[src/rtl/core/nla_pkg.sv]
`timescale 1ns / 1ps
// shared types and constants of the notification led arbiter
// no dependencies; imported by every module of the block
package nla_pkg;

    localparam logic [2:0] OP_BACKLIGHT    = 3'd0;
    localparam logic [2:0] OP_BUTTONS      = 3'd1;
    localparam logic [2:0] OP_NOTIFICATION = 3'd2;
    localparam logic [2:0] OP_ATTENTION    = 3'd3;
    localparam logic [2:0] OP_BATTERY      = 3'd4;

    localparam int NUM_SOURCES = 4;
    localparam logic [1:0] SRC_BUTTONS      = 2'd0;
    localparam logic [1:0] SRC_ATTENTION    = 2'd1;
    localparam logic [1:0] SRC_NOTIFICATION = 2'd2;
    localparam logic [1:0] SRC_BATTERY      = 2'd3;

    localparam logic [7:0]  LUMA_R      = 8'd77;
    localparam logic [7:0]  LUMA_G      = 8'd150;
    localparam logic [7:0]  LUMA_B      = 8'd29;
    localparam logic [23:0] WHITE       = 24'h00ffffff;
    localparam logic [15:0] MIN_MS      = 16'd1000;
    // floor(v / 1000) == (v * RECIP_1000) >> RECIP_SHIFT for every 16-bit v
    localparam logic [16:0] RECIP_1000  = 17'd67109;
    localparam int          RECIP_SHIFT = 26;
    localparam logic [6:0]  STEADY_SECS = 7'd2;

    typedef struct packed {
        logic [2:0]  operation;
        logic [23:0] color;
        logic        flash_timed;
        logic [15:0] on_ms;
        logic [15:0] off_ms;
    } request_t;

    typedef struct packed {
        logic [7:0] lcd_brightness;
        logic       lcd_written;
        logic [7:0] button_brightness;
        logic       button_written;
        logic [7:0] led_red;
        logic [7:0] led_green;
        logic [7:0] led_blue;
        logic       blink;
        logic [6:0] lit_seconds;
        logic [6:0] dark_seconds;
        logic       pattern_written;
    } result_t;

    typedef struct packed {
        logic [23:0] color;
        logic        flash_timed;
        logic [15:0] on_ms;
        logic [15:0] off_ms;
    } light_entry_t;

    // classified request handed from front to back
    typedef struct packed {
        logic [7:0]   lcd_brightness;
        logic         lcd_written;
        logic [7:0]   button_brightness;
        logic         button_written;
        logic         lit;
        light_entry_t entry;
    } job_t;

    typedef struct packed {
        logic full;
        logic rd_valid;
    } queue_status_t;

endpackage

[src/rtl/core/nla_front.sv]
`timescale 1ns / 1ps
// front end: luma, source store update and priority pick
// depends on nla_pkg
module nla_front (
    input  logic              clk,
    input  logic              rst_n,
    input  logic              accept,
    input  nla_pkg::request_t request,
    output nla_pkg::job_t     job
);
    import nla_pkg::*;

    light_entry_t store_reg  [NUM_SOURCES];
    light_entry_t store_next [NUM_SOURCES];
    logic [23:0]  saved_battery_reg;
    logic [23:0]  saved_battery_next;
    logic [15:0]  luma_sum;
    logic [7:0]   luma;
    light_entry_t ev;

    assign ev.color       = request.color;
    assign ev.flash_timed = request.flash_timed;
    assign ev.on_ms       = request.on_ms;
    assign ev.off_ms      = request.off_ms;

    assign luma_sum = 16'(LUMA_R) * 16'(request.color[23:16])
                    + 16'(LUMA_G) * 16'(request.color[15:8])
                    + 16'(LUMA_B) * 16'(request.color[7:0]);
    assign luma = luma_sum[15:8];

    always_comb
    begin
        for (int i = 0; i < NUM_SOURCES; i++)
        begin
            store_next[i] = store_reg[i];
        end
        saved_battery_next = saved_battery_reg;
        unique case (request.operation)
            OP_BACKLIGHT:
            begin
                store_next[SRC_BATTERY].color = (luma != 8'd0) ? 24'd0 : saved_battery_reg;
            end
            OP_BUTTONS:
            begin
                store_next[SRC_BUTTONS]       = ev;
                store_next[SRC_BUTTONS].color = (luma != 8'd0) ? WHITE : 24'd0;
            end
            OP_NOTIFICATION: store_next[SRC_NOTIFICATION] = ev;
            OP_ATTENTION:    store_next[SRC_ATTENTION] = ev;
            OP_BATTERY:
            begin
                store_next[SRC_BATTERY] = ev;
                saved_battery_next      = ev.color;
            end
            default: ;
        endcase
    end

    always_comb
    begin
        job.lcd_written       = (request.operation == OP_BACKLIGHT);
        job.lcd_brightness    = job.lcd_written ? luma : 8'd0;
        job.button_written    = (request.operation == OP_BUTTONS);
        job.button_brightness = job.button_written ? luma : 8'd0;
        job.lit               = 1'b1;
        priority if (store_next[SRC_BUTTONS].color != 24'd0)
            job.entry = store_next[SRC_BUTTONS];
        else if (store_next[SRC_ATTENTION].color != 24'd0)
            job.entry = store_next[SRC_ATTENTION];
        else if (store_next[SRC_NOTIFICATION].color != 24'd0)
            job.entry = store_next[SRC_NOTIFICATION];
        else if (store_next[SRC_BATTERY].color != 24'd0)
            job.entry = store_next[SRC_BATTERY];
        else
        begin
            job.entry = store_next[SRC_BATTERY];
            job.lit   = 1'b0;
        end
    end

    always_ff @(posedge clk or negedge rst_n)
    begin
        if (!rst_n)
        begin
            for (int i = 0; i < NUM_SOURCES; i++)
            begin
                store_reg[i] <= '0;
            end
            saved_battery_reg <= '0;
        end
        else if (accept)
        begin
            for (int i = 0; i < NUM_SOURCES; i++)
            begin
                store_reg[i] <= store_next[i];
            end
            saved_battery_reg <= saved_battery_next;
        end
    end

endmodule

[src/rtl/core/nla_queue.sv]
`timescale 1ns / 1ps
// short fifo of classified jobs between front and back
// depends on nla_pkg
module nla_queue #(
    parameter int DEPTH = 2
) (
    input  logic                   clk,
    input  logic                   rst_n,
    input  logic                   wr_en,
    input  nla_pkg::job_t          wr_data,
    input  logic                   rd_en,
    output nla_pkg::job_t          rd_data,
    output nla_pkg::queue_status_t status
);
    import nla_pkg::*;

    localparam int PTR_W = (DEPTH > 1) ? $clog2(DEPTH) : 1;
    localparam int CNT_W = $clog2(DEPTH + 1);

    job_t             slot_reg [DEPTH];
    logic [PTR_W-1:0] wr_ptr_reg;
    logic [PTR_W-1:0] rd_ptr_reg;
    logic [CNT_W-1:0] count_reg;
    logic             do_wr;
    logic             do_rd;

    assign status.full     = (count_reg == CNT_W'(DEPTH));
    assign status.rd_valid = (count_reg != '0);
    assign rd_data         = slot_reg[rd_ptr_reg];
    assign do_wr           = wr_en && !status.full;
    assign do_rd           = rd_en && status.rd_valid;

    function automatic logic [PTR_W-1:0] bump(input logic [PTR_W-1:0] p);
        return (p == PTR_W'(DEPTH - 1)) ? '0 : PTR_W'(p + 1'b1);
    endfunction

    always_ff @(posedge clk)
    begin
        if (do_wr)
            slot_reg[wr_ptr_reg] <= wr_data;
    end

    always_ff @(posedge clk or negedge rst_n)
    begin
        if (!rst_n)
        begin
            wr_ptr_reg <= '0;
            rd_ptr_reg <= '0;
            count_reg  <= '0;
        end
        else
        begin
            if (do_wr)
                wr_ptr_reg <= bump(wr_ptr_reg);
            if (do_rd)
                rd_ptr_reg <= bump(rd_ptr_reg);
            if (do_wr && !do_rd)
                count_reg <= CNT_W'(count_reg + 1'b1);
            else if (do_rd && !do_wr)
                count_reg <= CNT_W'(count_reg - 1'b1);
        end
    end

endmodule

[src/rtl/core/nla_back.sv]
`timescale 1ns / 1ps
// back end: blink decision, breath times and output register
// depends on nla_pkg
module nla_back (
    input  logic             clk,
    input  logic             rst_n,
    input  logic             job_valid,
    input  nla_pkg::job_t    job,
    output logic             job_take,
    input  logic             pop,
    output logic             empty,
    output nla_pkg::result_t result
);
    import nla_pkg::*;

    result_t     out_reg;
    result_t     out_next;
    logic        out_valid_reg;
    logic [7:0]  r;
    logic [7:0]  g;
    logic [7:0]  b;
    logic [7:0]  ref_level;
    logic        same_active;
    logic [15:0] on_ms;
    logic [15:0] off_ms;
    logic [15:0] on_clamped;
    logic [15:0] off_clamped;
    logic [32:0] on_prod;
    logic [32:0] off_prod;
    logic        do_blink;

    assign job_take = job_valid && (!out_valid_reg || pop);
    assign empty    = !out_valid_reg;
    assign result   = out_reg;

    assign r = job.entry.color[23:16];
    assign g = job.entry.color[15:8];
    assign b = job.entry.color[7:0];
    assign ref_level   = (r != 8'd0) ? r : ((g != 8'd0) ? g : b);
    assign same_active = (r == 8'd0 || r == ref_level)
                      && (g == 8'd0 || g == ref_level)
                      && (b == 8'd0 || b == ref_level);

    assign on_ms       = job.entry.flash_timed ? job.entry.on_ms : 16'd0;
    assign off_ms      = job.entry.flash_timed ? job.entry.off_ms : 16'd0;
    assign do_blink    = (on_ms != 16'd0) && (off_ms != 16'd0) && same_active;
    assign on_clamped  = (on_ms < MIN_MS) ? MIN_MS : on_ms;
    assign off_clamped = (off_ms < MIN_MS) ? MIN_MS : off_ms;
    // divide by 1000 through the reciprocal
    assign on_prod     = 33'(on_clamped) * 33'(RECIP_1000);
    assign off_prod    = 33'(off_clamped) * 33'(RECIP_1000);

    always_comb
    begin
        out_next.lcd_brightness    = job.lcd_brightness;
        out_next.lcd_written       = job.lcd_written;
        out_next.button_brightness = job.button_brightness;
        out_next.button_written    = job.button_written;
        if (!job.lit)
        begin
            out_next.led_red         = 8'd0;
            out_next.led_green       = 8'd0;
            out_next.led_blue        = 8'd0;
            out_next.blink           = 1'b0;
            out_next.lit_seconds     = STEADY_SECS;
            out_next.dark_seconds    = STEADY_SECS;
            out_next.pattern_written = 1'b0;
        end
        else
        begin
            out_next.led_red         = r;
            out_next.led_green       = g;
            out_next.led_blue        = b;
            out_next.blink           = do_blink;
            out_next.lit_seconds     = do_blink ? on_prod[RECIP_SHIFT+6:RECIP_SHIFT]
                                                : STEADY_SECS;
            out_next.dark_seconds    = do_blink ? off_prod[RECIP_SHIFT+6:RECIP_SHIFT]
                                                : STEADY_SECS;
            out_next.pattern_written = 1'b1;
        end
    end

    always_ff @(posedge clk)
    begin
        if (job_take)
            out_reg <= out_next;
    end

    always_ff @(posedge clk or negedge rst_n)
    begin
        if (!rst_n)
            out_valid_reg <= 1'b0;
        else if (job_take)
            out_valid_reg <= 1'b1;
        else if (pop)
            out_valid_reg <= 1'b0;
    end

endmodule

[src/rtl/core/notification_led_arbiter.sv]
`timescale 1ns / 1ps
// notification led arbiter: backlight/button luma and indicator led pick
// input channel push/full, result channel empty/pop
// light-update requests enter with push while full is low, one per cycle;
//   operation names the source, color/flash/on/off give its setting
// every request yields exactly one result, in request order
// the front end computes luma, updates the stored sources and picks the
//   highest-priority lit one in the cycle the request is taken
// a short job queue (QUEUE_DEPTH entries) parts front and back end
// the back end works out blink and breath seconds into an output register
// result path: a taken request's job goes through the queue and then into the
//   output register, where it shows (empty low) once that register is free
// throughput: one request per cycle while the receiver pops every cycle;
//   the output register and the queue each take one new job per cycle
// receiver stall: results wait in the output register, then the queue
//   fills and full rises; nothing is lost or dropped
// reset: every stored source and the saved battery colour go dark,
//   the queue and the output register are emptied
module notification_led_arbiter #(
    parameter int QUEUE_DEPTH = 2
) (
    input  logic              clk,
    input  logic              rst_n,
    input  logic              push,
    output logic              full,
    input  nla_pkg::request_t request,
    output logic              empty,
    input  logic              pop,
    output nla_pkg::result_t  result
);
    import nla_pkg::*;

    logic          accept;
    job_t          front_job;
    job_t          queue_job;
    queue_status_t q_status;
    logic          job_take;

    // a request is taken only when the queue has room for its job
    assign full   = q_status.full;
    assign accept = push && !q_status.full;

    nla_front u_front (
        .clk     (clk),
        .rst_n   (rst_n),
        .accept  (accept),
        .request (request),
        .job     (front_job)
    );

    nla_queue #(
        .DEPTH (QUEUE_DEPTH)
    ) u_queue (
        .clk     (clk),
        .rst_n   (rst_n),
        .wr_en   (accept),
        .wr_data (front_job),
        .rd_en   (job_take),
        .rd_data (queue_job),
        .status  (q_status)
    );

    // back end pulls a job whenever its output register is free or popped
    nla_back u_back (
        .clk       (clk),
        .rst_n     (rst_n),
        .job_valid (q_status.rd_valid),
        .job       (queue_job),
        .job_take  (job_take),
        .pop       (pop),
        .empty     (empty),
        .result    (result)
    );

endmodule

[config.mk]
export PLATFORM = sky130hd
export DESIGN_NAME = notification_led_arbiter
export DESIGN_NICKNAME = d
export VERILOG_FILES = /design/src/rtl/core/nla_pkg.sv /design/src/rtl/core/nla_front.sv /design/src/rtl/core/nla_queue.sv /design/src/rtl/core/nla_back.sv /design/src/rtl/core/notification_led_arbiter.sv
export SDC_FILE = /design/constraint.sdc
export NUM_CORES = 1
export LEC_CHECK = 0
export BUFFER_PORTS_ARGS = -buffer_cell sky130_fd_sc_hd__buf_2
export CAP_MARGIN = 20
export CORE_MARGIN = 3
export CORE_UTILIZATION = 55
export DETAILED_ROUTE_END_ITERATION = 8
export PLACE_DENSITY_LB_ADDON = 0.25
export SLEW_MARGIN = 0
export SYNTH_ARGS = -nofsm -noshare
export SYNTH_HDL_FRONTEND = slang
export SYNTH_SLANG_ARGS = --single-unit
[constraint.sdc]
create_clock -name clk -period 9.2 [get_ports clk]
set_clock_uncertainty 0.05 [all_clocks]
set_input_delay 0.92 -clock clk [delete_from_list [all_inputs] [get_ports clk]]
set_output_delay 0.92 -clock clk [all_outputs]
set_load 0.1 [all_outputs]
==> impl_metrics.json <==
{
  "grt_pass1_vias": 22900,
  "cts_setup_buffers": 0,
  "rsz0062_at_grt": "no",
  "hpwl_um": 61200,
  "cpPeakStageDelay_ns": 0.63,
  "rows": 85,
  "io_buffers": 123,
  "crit_path_end_kind": "flop",
  "largest_reg_flops": 228,
  "yosysSeqAreaShare": 0.417,
  "fin_setup_tns_ns": 0,
  "tightest_slew_ns": 1.01,
  "cts_resized": 0,
  "clock-sinks": 467,
  "antenna_cells": 0,
  "wl_per_cell_um": 22.4,
  "drive_above_1_share": 0.126,
  "dr.pass1.iters": 7,
  "syn_area_um2": 30600,
  "dieWidth_um": 242,
  "slew_violations": 0,
  "syn_to_final_growth_pct": 10.2,
  "initial_core_util": 0.562,
  "highest_layer": "met5",
  "crit_type": "flop to flop",
  "wl_met3_um": 8380,
  "vias": 23000,
  "die_h_um": 242,
  "status": "finished, final reports clean",
  "period_share": 0.914,
  "final_cell_mix": "ha_1 (347), inv_1 (283), dfrtp_1 (256)",
  "cts_hold_buf": 0,
  "synth-seq-cells": 467,
  "core_area_um2": 54500,
  "wirelength_um": 83700,
  "cp_max_fo": 23,
  "mostFrequentLayoutCell": "ha_1",
  "maxSlewHeadroom": 0.321,
  "gp_congestion": 0.936,
  "postRouteAntennaNets": 0,
  "min_period_ns": 8.41,
  "finalHoldViolCount": 0,
  "die_area_um2": 58500,
  "cts_inserted_buffers": 48,
  "antenna_found_initial": 2,
  "crit_path_start_kind": "flop",
  "drc": 0,
  "grt_use_total": 0.285,
  "syn_inst": 2869,
  "critPathRequiredTime_ns": 9.51,
  "fmax_mhz": 119,
  "cp.arrival_ns": 8.72,
  "yosysUniqueCellTypes": 86,
  "ys.flop_type": "dfrtp_1",
  "grt_pass1_wl_um": 132000,
  "wl_met2_um": 36200,
  "grt_max_degree": 113,
  "async_flop_share": 0.550,
  "slowest_stage": "or4_1",
  "root_buffer": "clkbuf_16",
  "maxCapViolCount": 0,
  "clk_latency_ns": 0.59,
  "grt_overflow": 0,
  "clk_path_buf_depth": 3,
  "io_pins": 124,
  "met1_length_um": 37000,
  "setup_violations": 0,
  "via_per_inst": 6.14,
  "cts_tree": "done",
  "syn_nets": 3413,
  "synth_edf_count": 210,
  "drtIter0Drc": 2040,
  "htreeDepth": 2,
  "clk_pin_slew_worst_paths_ns": 0.06,
  "layout.nets": 3507,
  "synth_area_per_cell_um2": 10.7,
  "min_path_type": "input pin to asynchronous set/reset pin",
  "yosys_warnings": 0
}
-- area by class of cell --
type,instances,area [um^2]
fillers,4412,20700
multi-input cells,1986,16300
flip-flops and latches,467,12700
clock buffers,60,1290
inverters,287,1080
repair buffers,173,1030
well taps,739,925
clock inverters,29,393
-- worst paths after layout --
path | from | endpoint | slack (ns) | depth (start not counted)
hold reg to reg | u_front.store_reg[180] | u_front.store_reg[180] | 0.43 | 2
setup / recovery | u_queue.rd_ptr_reg | u_back.result[7] | 0.79 | 28
min in group clk | u_front.store_reg[180] | u_front.store_reg[180] | 0.43 | 2
setup reg to reg | u_queue.rd_ptr_reg | u_back.result[7] | 0.79 | 28
max in group asynchronous | rst_n | u_front.store_reg[226] | 7.19 | 2
hold / removal | rst_n | u_front.store_reg[8] | 0.34 | 1
-- synth_stat cells (all sizes together) (7+ instances only) --
cell / n / area [um^2]
and3: 23 / 144
o22ai: 7 / 43.8
o21a: 31 / 233
or2: 10 / 62.6
nand4: 20 / 125
buf: 43 / 234
a21oi: 151 / 759
xnor2: 18 / 158
dfrtp: 257 / 6430
inv: 285 / 1070
o221ai: 17 / 155
a22o: 10 / 87.6
or4: 9 / 67.6
o211ai: 16 / 125
xor2: 15 / 131
edfxtp: 210 / 6310
a21o: 18 / 135
nand2b: 12 / 75.1
a221o: 12 / 120
a221oi: 27 / 243
mux2: 92 / 1040
a22oi: 76 / 571
nor2b: 10 / 62.6
a31oi: 12 / 75.1
nor4: 42 / 282
nand2: 239 / 905
fa: 133 / 2660
ha: 347 / 4340
a211oi: 14 / 110
clkbuf: 86 / 323
o21ai: 281 / 1410
nand3: 25 / 130
mux2i: 56 / 564
nor2: 160 / 601
nor3: 34 / 198
-- critical path, delay by kind of cell, from the launching register on --
kind	cells	cell delay [ns]
fa+ha+maj	8	2.81
flops	1	0.62
buf+inv	5	0.61
compound gates	4	1.12
simple gates	11	2.98
-- routing by layer --
metal,global-route usage,vias to the layer above
met5,0,-
met4,0.0728,4
met3,0.0828,160
met2,0.422,1035
met1,0.413,11300
li1,-,10500
-- per-stage QoR --
stage | instances | utilization | hold slack (ns) | instance area (um^2) | setup WS [ns]
floorplan | 2869 | - | 0.400 | 30600 | 1.27
global placement | 3650 | 0.587 | 0.411 | 32000 | 0.491
detailed placement | 3650 | 0.587 | 0.420 | 32000 | 0.426
CTS | 3739 | 0.618 | 0.370 | 33700 | 0.927
global route | 3741 | 0.619 | 0.402 | 33700 | 0.319
finish | 3741 | 0.619 | 0.340 | 33700 | 0.789
-- cell families (layout without fill, tap and decap cells) --
family | Yosys count | count (layout) | synth area share
AOI/OAI and AO/OA | 721 | 721 | 0.148
and+or+nand+nor | 604 | 604 | 0.0916
adders and majority gates | 480 | 480 | 0.229
DFF | 467 | 467 | 0.417
buffers and inverters | 416 | 549 | 0.0534
muxes | 148 | 148 | 0.0523
xor gates and xnor gates | 33 | 33 | 0.00945
Power is not shown: default switching activity piles up to over one toggle a cycle in this logic, so the estimate is an artifact.
